[src/hw/rtl/quaternion_pose_to_ned_euler_defines.svh]
// ---------------------------------------------------------------------------
// Pose converter assertion macros
// Shared concurrent assertion macros, clocked on clk and gated by rst_n.
// ---------------------------------------------------------------------------
`ifndef QUATERNION_POSE_TO_NED_EULER_DEFINES_SVH
`define QUATERNION_POSE_TO_NED_EULER_DEFINES_SVH
`ifndef SYNTHESIS
// General property check.
`define QPNE_ASSERT(lbl, prop, msg) \
  lbl: assert property (@(posedge clk) disable iff (!rst_n) prop) else $error(msg);
// Same-cycle implication check.
`define QPNE_ASSERT_IMPL(lbl, ante, cons, msg) \
  lbl: assert property (@(posedge clk) disable iff (!rst_n) (ante) |-> (cons)) else $error(msg);
`else
`define QPNE_ASSERT(lbl, prop, msg)
`define QPNE_ASSERT_IMPL(lbl, ante, cons, msg)
`endif
`endif

[src/hw/rtl/qpne_pkg.sv]
// ---------------------------------------------------------------------------
// Pose converter package
// Payload types, internal word widths and the CORDIC arctangent table.
// ---------------------------------------------------------------------------
`timescale 1ns / 1ps
package qpne_pkg;

  // Term width after the shift to Q4.27.
  localparam int TERM_W = 31;
  // Sum of two squared terms.
  localparam int SQ_W = 60;
  // Root width and number of root digit steps.
  localparam int ROOT_W = 30;
  localparam int ROOT_STEPS = 30;
  // CORDIC vector and angle word width.
  localparam int CW = 34;

  // Angle of pi in accumulator units (2^31).
  localparam logic signed [CW-1:0] Z_PI = 34'sh0_8000_0000;

  // atan(2^-i) in units where 2^31 equals pi.
  localparam logic [31:0] ATAN_TBL [0:23] = '{
    32'h20000000, 32'h12E4051E, 32'h09FB385B, 32'h051111D4, 32'h028B0D43, 32'h0145D7E1,
    32'h00A2F61E, 32'h00517C55, 32'h0028BE53, 32'h00145F2F, 32'h000A2F98, 32'h000517CC,
    32'h00028BE6, 32'h000145F3, 32'h0000A2FA, 32'h0000517D, 32'h000028BE, 32'h0000145F,
    32'h00000A30, 32'h00000518, 32'h0000028C, 32'h00000146, 32'h000000A3, 32'h00000051
  };

  typedef struct packed {
    logic signed [15:0] quat_w;
    logic signed [15:0] quat_x;
    logic signed [15:0] quat_y;
    logic signed [15:0] quat_z;
    logic signed [31:0] trans_x;
    logic signed [31:0] trans_y;
    logic signed [31:0] trans_z;
  } in_payload_t;

  typedef struct packed {
    logic signed [15:0] roll_angle;
    logic signed [15:0] pitch_angle;
    logic signed [15:0] yaw_angle;
    logic signed [31:0] pos_north;
    logic signed [31:0] pos_east;
    logic signed [31:0] pos_down;
  } out_payload_t;

  typedef struct packed {
    logic signed [31:0] pos_north;
    logic signed [31:0] pos_east;
    logic signed [31:0] pos_down;
  } pos_t;

  // Rotation matrix terms used by the three arctangents, plus position.
  typedef struct packed {
    logic signed [TERM_W-1:0] r_num;
    logic signed [TERM_W-1:0] r_den;
    logic signed [TERM_W-1:0] p_num;
    logic signed [TERM_W-1:0] y_num;
    logic signed [TERM_W-1:0] y_den;
    pos_t                     pos;
  } terms_t;

  // One CORDIC vector with its angle accumulator.
  typedef struct packed {
    logic signed [CW-1:0] x;
    logic signed [CW-1:0] y;
    logic signed [CW-1:0] z;
    logic                 zero;
  } cordic_vec_t;

endpackage

[src/hw/rtl/qpne_sqrt_cell.sv]
// ---------------------------------------------------------------------------
// Pose converter square root cell
// One digit step of the integer square root, with side data carried along.
// ---------------------------------------------------------------------------
`timescale 1ns / 1ps
module qpne_sqrt_cell #(
  parameter int STEP = 0
) (
  input  logic                       clk,
  input  logic                       en,
  input  logic [qpne_pkg::SQ_W-1:0]  v_in,
  input  logic [qpne_pkg::SQ_W-1:0]  res_in,
  input  qpne_pkg::terms_t           side_in,
  output logic [qpne_pkg::SQ_W-1:0]  v_out,
  output logic [qpne_pkg::SQ_W-1:0]  res_out,
  output qpne_pkg::terms_t           side_out
);
  import qpne_pkg::*;

  // Trial bit for this step: a power of four walking down from 2^58.
  localparam logic [SQ_W-1:0] BIT = SQ_W'(1) << (SQ_W - 2 - 2 * STEP);

  logic [SQ_W:0]   trial;
  logic [SQ_W-1:0] v_r, v_nxt, res_r, res_nxt;
  terms_t          side_r;

  // Subtract the trial value when it fits and set this root digit.
  always_comb begin
    trial = {1'b0, res_in} + {1'b0, BIT};
    if ({1'b0, v_in} >= trial) begin
      v_nxt   = v_in - trial[SQ_W-1:0];
      res_nxt = (res_in >> 1) + BIT;
    end else begin
      v_nxt   = v_in;
      res_nxt = res_in >> 1;
    end
  end

  always_ff @(posedge clk) begin
    if (en) begin
      v_r    <= v_nxt;
      res_r  <= res_nxt;
      side_r <= side_in;
    end
  end

  assign v_out    = v_r;
  assign res_out  = res_r;
  assign side_out = side_r;

endmodule

[config.mk]
export PLATFORM = sky130hd
export DESIGN_NAME = qpne_sqrt_cell
export DESIGN_NICKNAME = d
export VERILOG_FILES = /design/src/hw/rtl/quaternion_pose_to_ned_euler_defines.svh /design/src/hw/rtl/qpne_pkg.sv /design/src/hw/rtl/qpne_sqrt_cell.sv
export SDC_FILE = /design/constraint.sdc
export NUM_CORES = 1
export LEC_CHECK = 0
export ABC_AREA = 1
export BUFFER_PORTS_ARGS = -buffer_cell sky130_fd_sc_hd__buf_2
export CAP_MARGIN = 15
export CORE_AREA = 2 2 293 295
export DETAILED_ROUTE_END_ITERATION = 6
export DIE_AREA = 0 0 295 297
export PLACE_DENSITY = 0.53
export SYNTH_ARGS = -nofsm -noshare
export SYNTH_HDL_FRONTEND = slang
export SYNTH_SLANG_ARGS = --single-unit
export TNS_END_PERCENT = 30
[constraint.sdc]
create_clock -name clk -period 3 [get_ports clk]
set_clock_uncertainty 0.05 [all_clocks]
set_input_delay 0.3 -clock clk [delete_from_list [all_inputs] [get_ports clk]]
set_output_delay 0.3 -clock clk [all_outputs]
set_load 0.1 [all_outputs]
==> results.md <==
- At the worst endpoint, the required time is 3.25 ns.
- The starting DRC count in detailed routing is 1205.
- The reported max-cap violation count is 0.
- Among all stages on the critical path, the largest delay is contributed by sky130_fd_sc_hd__dlygate4sd3_1.
- The startpoint of the worst hold path is res_in[25].
- After synthesis the netlist holds a flip-flop and latch count of 371.
- The share of total power dissipated in the clock network is 28.8%.
- The area of the mapped netlist is 18000 sq um.
- The critical path in this run is classified as in2reg.
- The clock slew at the register clock pins of the worst setup and hold paths is roughly 0.060 ns.
- Derived from the worst setup path, the maximum achievable clock frequency is between 300 and 400 MHz.
- The sum of routed wire length over all layers is 92200 um.
- Setup violations remaining at the end of the flow were counted as 0.
- The synthesized design devotes to its leading area cell type ~62% of total area.
- Of the available clock period, the critical path in the final layout requires 94.8%.
- The remaining max-slew budget at the tightest pin is 51.3%.
- In the routed layout, each cell is associated on average with a via count of 4.11.
- The worst hold path terminates at res_out[24].
- The routed wirelength normalized by instance count is 22.0 um.
- The number of search-and-repair iterations in the first detailed-routing pass is 5.
- Hold is met by 0.0281 ns.
- The slew at the pin closest to its max-slew limit is 0.731 ns.
- In the post-synthesis netlist, the biggest area contributors are sky130_fd_sc_hd__edfxtp_1 (62%), sky130_fd_sc_hd__nand2_1 (13%), sky130_fd_sc_hd__inv_1 (7.5%).
- The final count of pins violating max slew came to 0.
- Entering global routing, the biggest net connects slightly above 70 pins.
- Tracing the worst setup path back leads to its startpoint at res_in[58].
- The worst ir drop on vdd is 0.404 mV.
- The number of cell rows is about 110.
- The die is between 200 and 300 um wide.
- Across all layers, the routed design uses 17232 vias.
- The flow ran to the end, and the final reports show no timing, DRC or antenna violations.
- STA classifies the critical path startpoint as an input port.
- The number of routed nets with antenna violations is 0.
- In the routed design, unresolved DRC markers number 0.
- The internal portion of the total power is 10.5 mW.
- Synthesis produced a netlist with a net count of around 2300.
- Setup repair after global routing left no endpoint under its margin.
- In the final layout, the multi-input gates occupy ~5300 sq um.
- The number of clock sinks is 371.
- The cell sitting at the root of the clock tree is a sky130_fd_sc_hd__clkbuf_16.
- The switching power as a share of total power is between 40% and 50%.
- Of all cell types, the one taking the most synthesized area is sky130_fd_sc_hd__edfxtp_1.
- In this run the tool buffered the top-level ports with about 740 buffer cells.
- The delay of the slowest cell on the worst path is 0.54 ns.
- The critical path's top delay family is buffers and inverters.
- The starting utilization of the core area is between 20% and 30%.
- The switching power is 7.55 mW.
- The number of global-route vias before repair is 17674.
- The count of fill cells added during filler insertion is 8726.
- The per-instance average area after synthesis is 9.79 sq um.
- The area added between synthesis and finish is 57.8%.
- Summed over all nets, the half-perimeter wirelength after detailed placement is 74600 um.
- The cell that appears most often on the critical path is sky130_fd_sc_hd__inv_1.
- The cell count of the worst hold path is 1.
- The die boundary height is 297 um.
- The number of gates on the worst path with buffers counted is 16.
- The post-route minimum period is 2.84 ns.
- The total count of hold-check failures in the final report is 0.
- The type of element capturing the critical path is a register.
- The worst-case setup margin in the final layout is ~0.16 ns.
- The final cell count without fillers is around 4200.
- The H-tree depth is 2.
- Per report_power, the combinational group accounts for a little over a third of the total.
- The share of total power dissipated in sequential elements is 35.8%.
- Data arrives at the worst endpoint at 3.09 ns.
- The fraction of final layout cells with drive strength greater than 1 is 29.7%.
- The overall fraction of global-route tracks in use is about a fifth.
- The core region is approximately 84000 sq um.
- The number of buffers and inverters on the critical path is 6.
- The number of cells produced by synthesis is 1836.
- The total leakage power is 13.8 nW.
- At the end of the flow, the number of nets in the layout was roughly 3400.
- No sink is reached through more buffers than the 3 on the longest clock path.
- The total clock buffers created by CTS is 46.
- The number of warnings reported in the yosys synthesis log is 0.
- The sequential cell area fraction in the yosys report is about 62%.
- Global routing finished with a remaining overflow of 0.
- Along the worst path, the maximum fanout reaches 28.
- In this run, distinct cell masters in the synthesized netlist total 36.
- The worst min-delay path category is in2reg.
- The total negative slack for setup checks is 0 ns.
- The die covers a little under 90000 sq um.
- TritonCTS built the clock tree.
- In this run the power density over the cells is 635 nW/um^2.
- The worst-case setup slack after placement is between 0.07 and 0.08 ns.
- Routability-driven placement finished with a final weighted congestion of 0.967.
- In this run, placement finished with an instance count of about 3800.
- The global-route wire length before repair is 127000 um.
- Pin placement for this block handled 744 I/O pins.
- The footprint of the flip-flops and latches is 11100 sq um.
- The number of antenna violations at the first check in global routing is 17.
- The signal on the critical path passes through dlygate4sd3_1 -> buf_2 -> ha_1 -> inv_1 -> ha_1 -> inv_1 -> nor2_1 -> inv_1 -> o21ai_0 -> nor2_1 -> nand2_1 -> a21oi_1 -> nand3_4 -> buf_12 -> nand3_1 -> nand2_1.
[through the flow]
stage | util (%) | area [sq um] | total power, mW
after floorplan | - | 18000 | 10.9
after global placement | 27.8 | 23500 | 12.5
after detailed placement | 27.8 | 23500 | 12.5
after CTS | 33.5 | 28300 | 18.2
after global routing | 33.5 | 28300 | 18.7
final | 33.6 | 28400 | 18.0
[power by group through the flow]
stage / combinational (mW) / sequential (mW) / clock [mW]
after CTS: 6.38 / 6.44 / 5.34
after global placement: 5.98 / 6.54 / 0
after global routing: 6.65 / 6.48 / 5.54
after floorplan: 1.04 / 9.86 / 0
final: 6.37 / 6.44 / 5.19
after detailed placement: 5.97 / 6.53 / 0
[worst max-delay path by stage]
stage,end,slack (ns)
5_1_grt,v_out[58],0.002
6_report,v_out[58],0.16
2_1_floorplan,v_out[57],0.76
3_5_place_dp,v_out[35],0.07
4_1_cts,v_out[43],0.08
3_3_place_gp,v_out[30],0.07
[cells by family (layout without fill, tap and decap cells)]
kind of cell               count (synthesis)  in the layout  share of synthesized area, %
xor gates and xnor gates                  29             29                          1.41
buffers and inverters                    384           1583                          8.52
adders and majority gates                 62             62                          4.36
AOI/OAI and AO/OA                         51             51                          1.48
DFF                                      371            371                          62.0
other                                      0              9                             0
and+or+nand+nor                          939            939                          22.2
[cell type report]
cell class	instances	share of cell area (%)
inverter	366	4.85
multi-input combinational	1081	18.8
antenna	9	0.0794
clock inverter	22	0.574
sequential	371	39.3
clock buffer	59	4.23
timing repair buffer	1136	27.2
tap	1144	5.05
[flip-flops by register name (all words and copies together) (netlist names)]
| register | count |
|---|---|
| side_out | 251 |
| res_out | 60 |
| v_out | 60 |
[metal layers]
metal	track usage [%]	wire, um	part of all wire [%]	up-vias
met5	0	29	0.031	-
met4	9.28	4630	5.0	4
met3	3.86	5870	6.4	147
met2	35.8	45300	49	700
met1	23.9	36300	39	8147
li1	-	-	-	8234
[what timing repair did]
action	in CTS	in global routing
endpoints found under the setup margin	0	45
gates resized for setup	0	3
hold endpoints to repair	344	0
hold buffers	344	0
setup buffers	0	2
[cell usage in the layout, fill, tap and decap left out, types with 21 or more instances in the layout]
cell type	instances
sky130_fd_sc_hd__xor2_1	27
sky130_fd_sc_hd__clkbuf_16	46
sky130_fd_sc_hd__buf_2	742
sky130_fd_sc_hd__dlygate4sd3_1	344
sky130_fd_sc_hd__edfxtp_1	371
sky130_fd_sc_hd__buf_4	36
sky130_fd_sc_hd__inv_1	357
sky130_fd_sc_hd__ha_1	61
sky130_fd_sc_hd__a21oi_1	36
sky130_fd_sc_hd__nand3_1	122
sky130_fd_sc_hd__nand2_1	634
sky130_fd_sc_hd__nand3_2	21
sky130_fd_sc_hd__nor2_1	98
[synthesized netlist by cell type, drive strengths merged]
cell,n
a21o,1
a21oi,38
and2,8
and3,1
buf,14
clkbuf,4
clkinv,1
edfxtp,371
fa,1
ha,61
inv,365
nand2,641
nand3,144
nand3b,3
nand4,17
nor2,107
nor3,13
nor4,4
o211ai,1
o21a,1
o21ai,9
o21bai,1
or2,1
xnor2,2
xor2,27
(Power assumes the default switching activity.)
