### config.mk
export PLATFORM = sky130hd
export DESIGN_NAME = qpne_cordic_lane
export DESIGN_NICKNAME = d
export VERILOG_FILES = /design/src/hw/rtl/quaternion_pose_to_ned_euler_defines.svh /design/src/hw/rtl/qpne_pkg.sv /design/src/hw/rtl/qpne_cordic_cell.sv /design/src/hw/rtl/qpne_cordic_lane.sv
export SDC_FILE = /design/constraint.sdc
export NUM_CORES = 2
export LEC_CHECK = 0
export BUFFER_PORTS_ARGS = -buffer_cell sky130_fd_sc_hd__buf_2
export CORE_MARGIN = 1
export CORE_UTILIZATION = 55
export DETAILED_ROUTE_END_ITERATION = 7
export PLACE_DENSITY = 0.78
export SYNTH_ARGS = -nofsm -noshare
export SYNTH_HDL_FRONTEND = slang
export SYNTH_SLANG_ARGS = --single-unit
### constraint.sdc
create_clock -name clk -period 6.1 [get_ports clk]
set_input_delay 0.305 -clock clk [delete_from_list [all_inputs] [get_ports clk]]
set_output_delay 0.305 -clock clk [all_outputs]
set_load 0.01 [all_outputs]
### src/hw/rtl/quaternion_pose_to_ned_euler_defines.svh
// ---------------------------------------------------------------------------
// Pose converter assertion macros
// Shared concurrent assertion macros, clocked on clk and gated by rst_n.
// ---------------------------------------------------------------------------
`ifndef QUATERNION_POSE_TO_NED_EULER_DEFINES_SVH
`define QUATERNION_POSE_TO_NED_EULER_DEFINES_SVH
`ifndef SYNTHESIS
// General property check.
`define QPNE_ASSERT(lbl, prop, msg) \
  lbl: assert property (@(posedge clk) disable iff (!rst_n) prop) else $error(msg);
// Same-cycle implication check.
`define QPNE_ASSERT_IMPL(lbl, ante, cons, msg) \
  lbl: assert property (@(posedge clk) disable iff (!rst_n) (ante) |-> (cons)) else $error(msg);
`else
`define QPNE_ASSERT(lbl, prop, msg)
`define QPNE_ASSERT_IMPL(lbl, ante, cons, msg)
`endif
`endif

### src/hw/rtl/qpne_pkg.sv
// ---------------------------------------------------------------------------
// Pose converter package
// Payload types, internal word widths and the CORDIC arctangent table.
// ---------------------------------------------------------------------------
`timescale 1ns / 1ps
package qpne_pkg;

  // Term width after the shift to Q4.27.
  localparam int TERM_W = 31;
  // Sum of two squared terms.
  localparam int SQ_W = 60;
  // Root width and number of root digit steps.
  localparam int ROOT_W = 30;
  localparam int ROOT_STEPS = 30;
  // CORDIC vector and angle word width.
  localparam int CW = 34;

  // Angle of pi in accumulator units (2^31).
  localparam logic signed [CW-1:0] Z_PI = 34'sh0_8000_0000;

  // atan(2^-i) in units where 2^31 equals pi.
  localparam logic [31:0] ATAN_TBL [0:23] = '{
    32'h20000000, 32'h12E4051E, 32'h09FB385B, 32'h051111D4, 32'h028B0D43, 32'h0145D7E1,
    32'h00A2F61E, 32'h00517C55, 32'h0028BE53, 32'h00145F2F, 32'h000A2F98, 32'h000517CC,
    32'h00028BE6, 32'h000145F3, 32'h0000A2FA, 32'h0000517D, 32'h000028BE, 32'h0000145F,
    32'h00000A30, 32'h00000518, 32'h0000028C, 32'h00000146, 32'h000000A3, 32'h00000051
  };

  typedef struct packed {
    logic signed [15:0] quat_w;
    logic signed [15:0] quat_x;
    logic signed [15:0] quat_y;
    logic signed [15:0] quat_z;
    logic signed [31:0] trans_x;
    logic signed [31:0] trans_y;
    logic signed [31:0] trans_z;
  } in_payload_t;

  typedef struct packed {
    logic signed [15:0] roll_angle;
    logic signed [15:0] pitch_angle;
    logic signed [15:0] yaw_angle;
    logic signed [31:0] pos_north;
    logic signed [31:0] pos_east;
    logic signed [31:0] pos_down;
  } out_payload_t;

  typedef struct packed {
    logic signed [31:0] pos_north;
    logic signed [31:0] pos_east;
    logic signed [31:0] pos_down;
  } pos_t;

  // Rotation matrix terms used by the three arctangents, plus position.
  typedef struct packed {
    logic signed [TERM_W-1:0] r_num;
    logic signed [TERM_W-1:0] r_den;
    logic signed [TERM_W-1:0] p_num;
    logic signed [TERM_W-1:0] y_num;
    logic signed [TERM_W-1:0] y_den;
    pos_t                     pos;
  } terms_t;

  // One CORDIC vector with its angle accumulator.
  typedef struct packed {
    logic signed [CW-1:0] x;
    logic signed [CW-1:0] y;
    logic signed [CW-1:0] z;
    logic                 zero;
  } cordic_vec_t;

endpackage

### src/hw/rtl/qpne_cordic_cell.sv
// ---------------------------------------------------------------------------
// Pose converter CORDIC cell
// One vectoring micro-rotation by atan(2^-IDX), registered.
// ---------------------------------------------------------------------------
`timescale 1ns / 1ps
module qpne_cordic_cell #(
  parameter int IDX = 0
) (
  input  logic                    clk,
  input  logic                    en,
  input  qpne_pkg::cordic_vec_t   vec_in,
  output qpne_pkg::cordic_vec_t   vec_out
);
  import qpne_pkg::*;

  localparam logic signed [CW-1:0] ANG = $signed({2'b00, ATAN_TBL[IDX]});

  logic signed [CW-1:0] x_i, y_i, xs, ys;
  cordic_vec_t vec_r, vec_nxt;

  // Turn toward the x axis; the sign of y picks the direction.
  always_comb begin
    x_i = vec_in.x;
    y_i = vec_in.y;
    xs  = x_i >>> IDX;
    ys  = y_i >>> IDX;
    vec_nxt.zero = vec_in.zero;
    if (!y_i[CW-1]) begin
      vec_nxt.x = x_i + ys;
      vec_nxt.y = y_i - xs;
      vec_nxt.z = vec_in.z + ANG;
    end else begin
      vec_nxt.x = x_i - ys;
      vec_nxt.y = y_i + xs;
      vec_nxt.z = vec_in.z - ANG;
    end
  end

  always_ff @(posedge clk) begin
    if (en) begin
      vec_r <= vec_nxt;
    end
  end

  assign vec_out = vec_r;

endmodule

### src/hw/rtl/qpne_cordic_lane.sv
// ---------------------------------------------------------------------------
// Pose converter CORDIC lane
// Quadrant fold followed by a row of micro-rotation cells; gives atan2(y, x).
// ---------------------------------------------------------------------------
`timescale 1ns / 1ps
module qpne_cordic_lane #(
  parameter int STAGES = 16
) (
  input  logic                          clk,
  input  logic                          en,
  input  logic signed [qpne_pkg::CW-1:0] y_in,
  input  logic signed [qpne_pkg::CW-1:0] x_in,
  output logic signed [15:0]            angle
);
  import qpne_pkg::*;

  localparam logic signed [CW-1:0] HALF_LSB = 34'sd32768;

  cordic_vec_t          pre_r, pre_nxt;
  cordic_vec_t          chain [0:STAGES];
  logic signed [CW-1:0] z_rnd;

  // Fold the left half plane onto the right half, starting at plus or minus pi.
  always_comb begin
    pre_nxt.zero = (x_in == '0) && (y_in == '0);
    if (x_in[CW-1]) begin
      pre_nxt.x = -x_in;
      pre_nxt.y = -y_in;
      pre_nxt.z = y_in[CW-1] ? -Z_PI : Z_PI;
    end else begin
      pre_nxt.x = x_in;
      pre_nxt.y = y_in;
      pre_nxt.z = '0;
    end
  end

  always_ff @(posedge clk) begin
    if (en) begin
      pre_r <= pre_nxt;
    end
  end

  assign chain[0] = pre_r;

  for (genvar g = 0; g < STAGES; g++) begin : g_cell
    qpne_cordic_cell #(.IDX(g)) u_cell (
      .clk    (clk),
      .en     (en),
      .vec_in (chain[g]),
      .vec_out(chain[g+1])
    );
  end

  // Round to 16-bit binary angle; a zero vector gives angle zero.
  always_comb begin
    z_rnd = chain[STAGES].z + HALF_LSB;
    angle = chain[STAGES].zero ? 16'sd0 : z_rnd[31:16];
  end

endmodule
==> results.md <==
- Vias after detailed routing: approximately 100k
- Post-synthesis net count: between 10000 and 15000
- Delay of the slowest critical-path stage: roughly 0.56 ns
- Clock Latency Late Sink: 0.84 ns
- Critical-path maximum fanout: 6
- Mean Syn Cell Area: 9.40 sq um
- CTS Buffer Depth: 3
- CTS root buf: sky130_fd_sc_hd__clkbuf_16
- Clock-pin slew of the registers on the worst-case setup and hold paths: around 0.060 ns
- Quantity of I/O buffers inserted on ports: 85
- CP endpoint kind: flip-flop
- Run status: finished with violations
- Minimum clock period after layout: 5.18 ns
- Final GP Congestion: 0.976
- Count of buffers added by post-CTS timing repair for setup: 0
- Timing-limited maximum frequency: 0.193 GHz
- CP startpoint kind: flip-flop
- Worst path top cell family by delay: compound AO/OA/AOI/OAI gates
- Ys async rst share: 0%
- Buffers plus inverters on the worst setup path: 0
- Initial core utilization: roughly 55%
- Initial antenna violation count: 1
- Number of global-route vias before repair: 94400
- Count of fill cells added during filler insertion: around 19000
- Half-perimeter wire length after placement: 236 mm
- Detailed Route Iter0 Violations: ~9000
- Post-detailed-route count of antenna-violating nets: 0
- Final slew viol count: 0
- # resized after CTS: 0
- TritonCTS clock tree: built
- Count of yosys warnings during synthesis: 0
- Wire length reported by the detailed router: 307 mm
- Maximum number of pins on one net before global-route repair: ~180
- Number of CTS-inserted buffers: 161
- DIE AREA: 0.228 sq mm
- Width of the die: 478 microns
- Total negative setup slack: 0 ns
- CTS H-Tree Depth: 4
- Clock skew after layout: 0.0543 ns
- Worst path arrival time: 5.76 ns
- Layout area overhead: 8.12%
- Net count reported at finish: 14900
- Worst Path Required: 6.68 ns
- Post-Syn Area: 0.125 sq mm
- Total of endpoints with negative setup slack in the final report: 0
- Setup repair after global routing missed its margin: no
- I/O pins: 86
- Cell with the largest stage delay on the worst path: sky130_fd_sc_hd__nor3b_1
- Number of flops mapped to enable cells by yosys: 1449
- Ratio of final minimum period to clock period: around 85%
- Count of distinct cell types in the synthesized netlist: 87
- Category of the critical setup timing path: flip-flop to flip-flop
- Avg WL per Cell: 18.6 microns
- Reported max-cap violation count: 0
- Placement row count: 174
- Chip Height: 478 microns
- DRC Markers: 3
- Layout cells sized above 1: under 10%
- Max-slew headroom at the worst pin: approximately 21%
- Dominant synthesized flop cell: sky130_fd_sc_hd__edfxtp_1
- Core area: 0.225 sq mm
- Worst path cell trace: nor4_1 -> nand2b_1 -> nor3b_1 -> nor2_1 -> xnor2_1 -> ha_1 -> a21oi_1 -> nor2_1 -> or4b_1 -> o22ai_1 -> o31ai_1 -> a211oi_1 -> o2bb2ai_1 -> o21ai_1 -> a221o_1 -> a21oi_1 -> xnor2_1
- Failing checks: DRC
- Worst hold-check path type: input port to flip-flop
- Actual transition at the worst max-transition pin: 1.18 ns
- Flip-flop and latch count after synthesis: 1449
- First-pass GRT wire length: 491 mm
- Count of mapped cells out of synthesis: 13200
- First-pass DRT Iterations: 8
- Fin. Hold Viols: 0
- Routed vias/inst: 6.05
- Sequential fraction of the synthesis area: 34.9%
- CTS Sinks: between 1000 and 1500
- Overall Global Routing Usage: 26.0%
- Total congestion overflow: 0
==> placed cells by master (no fill, tap or decap), types with 164 or more instances in the layout <==
master | synthesis | routed
sky130_fd_sc_hd__a21o_1 | 586 | 586
sky130_fd_sc_hd__nor2_1 | 1240 | 1240
sky130_fd_sc_hd__nand2_1 | 632 | 632
sky130_fd_sc_hd__nand3_1 | 216 | 216
sky130_fd_sc_hd__o21ai_0 | 673 | 673
sky130_fd_sc_hd__a21oi_1 | 1459 | 1459
sky130_fd_sc_hd__xnor2_1 | 1281 | 1281
sky130_fd_sc_hd__xor2_1 | 626 | 626
sky130_fd_sc_hd__o21a_1 | 210 | 210
sky130_fd_sc_hd__ha_1 | 1412 | 1412
sky130_fd_sc_hd__edfxtp_1 | 1449 | 1449
sky130_fd_sc_hd__inv_1 | 609 | 609
sky130_fd_sc_hd__nor2b_1 | 207 | 207
sky130_fd_sc_hd__nand2b_1 | 192 | 192
sky130_fd_sc_hd__a31oi_1 | 164 | 164
sky130_fd_sc_hd__nor3_1 | 344 | 344
sky130_fd_sc_hd__o21bai_1 | 172 | 172
==> through the flow <==
stage          instance area [sq um]  util, %  hold slack, ns  worst slack [ns]  cells
2_1_floorplan                 125000        -           0.400              1.31  13200
3_3_place_gp                  128000     57.1           0.402              1.12  16100
3_5_place_dp                  128000     57.1           0.405              1.01  16100
4_1_cts                       135000     59.9           0.125             0.990  16500
5_1_grt                       135000     59.9           0.210             0.414  16500
6_report                      135000     59.9           0.237             0.918  16500
==> flip-flops by register name, summed over array words and instances, names as in the netlist <==
register,count
chain,70
g_cell.u_cell.vec_out,1379
==> what timing repair did <==
action,in CTS,in global routing
setup endpoints to repair,0,0
hold buffers,108,0
hold endpoints to repair,142,0
==> cell usage after synthesis, types with 192 or more instances <==
library cell / instances / area (sq um)
sky130_fd_sc_hd__xnor2_1: 1281 / 11200
sky130_fd_sc_hd__edfxtp_1: 1449 / 43500
sky130_fd_sc_hd__nor2_1: 1240 / 4650
sky130_fd_sc_hd__inv_1: 609 / 2290
sky130_fd_sc_hd__clkbuf_1: 205 / 769
sky130_fd_sc_hd__o21ai_0: 673 / 3370
sky130_fd_sc_hd__nor3_1: 344 / 1720
sky130_fd_sc_hd__xor2_1: 626 / 5480
sky130_fd_sc_hd__a21o_1: 586 / 4400
sky130_fd_sc_hd__nand2b_1: 192 / 1200
sky130_fd_sc_hd__nand2_1: 632 / 2370
sky130_fd_sc_hd__ha_1: 1412 / 17700
sky130_fd_sc_hd__o21a_1: 210 / 1580
sky130_fd_sc_hd__nand3_1: 216 / 1080
sky130_fd_sc_hd__a21oi_1: 1459 / 7300
sky130_fd_sc_hd__nor2b_1: 207 / 1290
==> path summary, 6_finish.rpt <==
check | start | endpoint | slack (ns) | depth (start not counted)
min reg2reg | g_cell[1].u_cell.vec_out[0] | g_cell[2].u_cell.vec_out[0] | 0.41 | 0
max reg2reg | g_cell[9].u_cell.vec_out[84] | g_cell[10].u_cell.vec_out[67] | 0.92 | 17
min | x_in[33] | chain[1680] | 0.24 | 2
max | g_cell[9].u_cell.vec_out[84] | g_cell[10].u_cell.vec_out[67] | 0.92 | 17
==> final cells by class <==
cell class	instances	area (sq um)	share of cell area, %
flip-flops and latches	1449	43500	32.3
clock inverters	97	976	0.725
clock buffers	192	4190	3.11
inverters	615	2310	1.71
diodes	1	2.50	0.00186
repair buffers	261	2130	1.58
multi-input cells	10900	77800	57.8
well taps	2992	3740	2.78
==> per-layer routing <==
metal,part of all wire (%),global-route usage (%),wire length (microns),up-vias
met5,0,0,0,-
met4,3.5,8.90,10800,0
met1,44,34.5,134000,47100
met3,6.2,3.26,19000,590
li1,-,-,-,49300
met2,47,43.8,143000,3193
==> cell families (layout without fill, tap and decap cells) <==
kind of cell / Yosys count / count (layout) / synth area share, %
mux: 56 / 56 / 0.480
compound gates: 3985 / 3985 / 20.1
simple gates: 3540 / 3540 / 13.7
fa+ha+maj: 1451 / 1451 / 14.8
other cells: 0 / 1 / 0
buf+inv: 861 / 1165 / 2.60
flops: 1449 / 1449 / 34.9
xor+xnor: 1907 / 1907 / 13.4
Power is left out: the tool's default activity adds up to more than one toggle a clock period on the data nets, which glitch-free logic cannot reach.
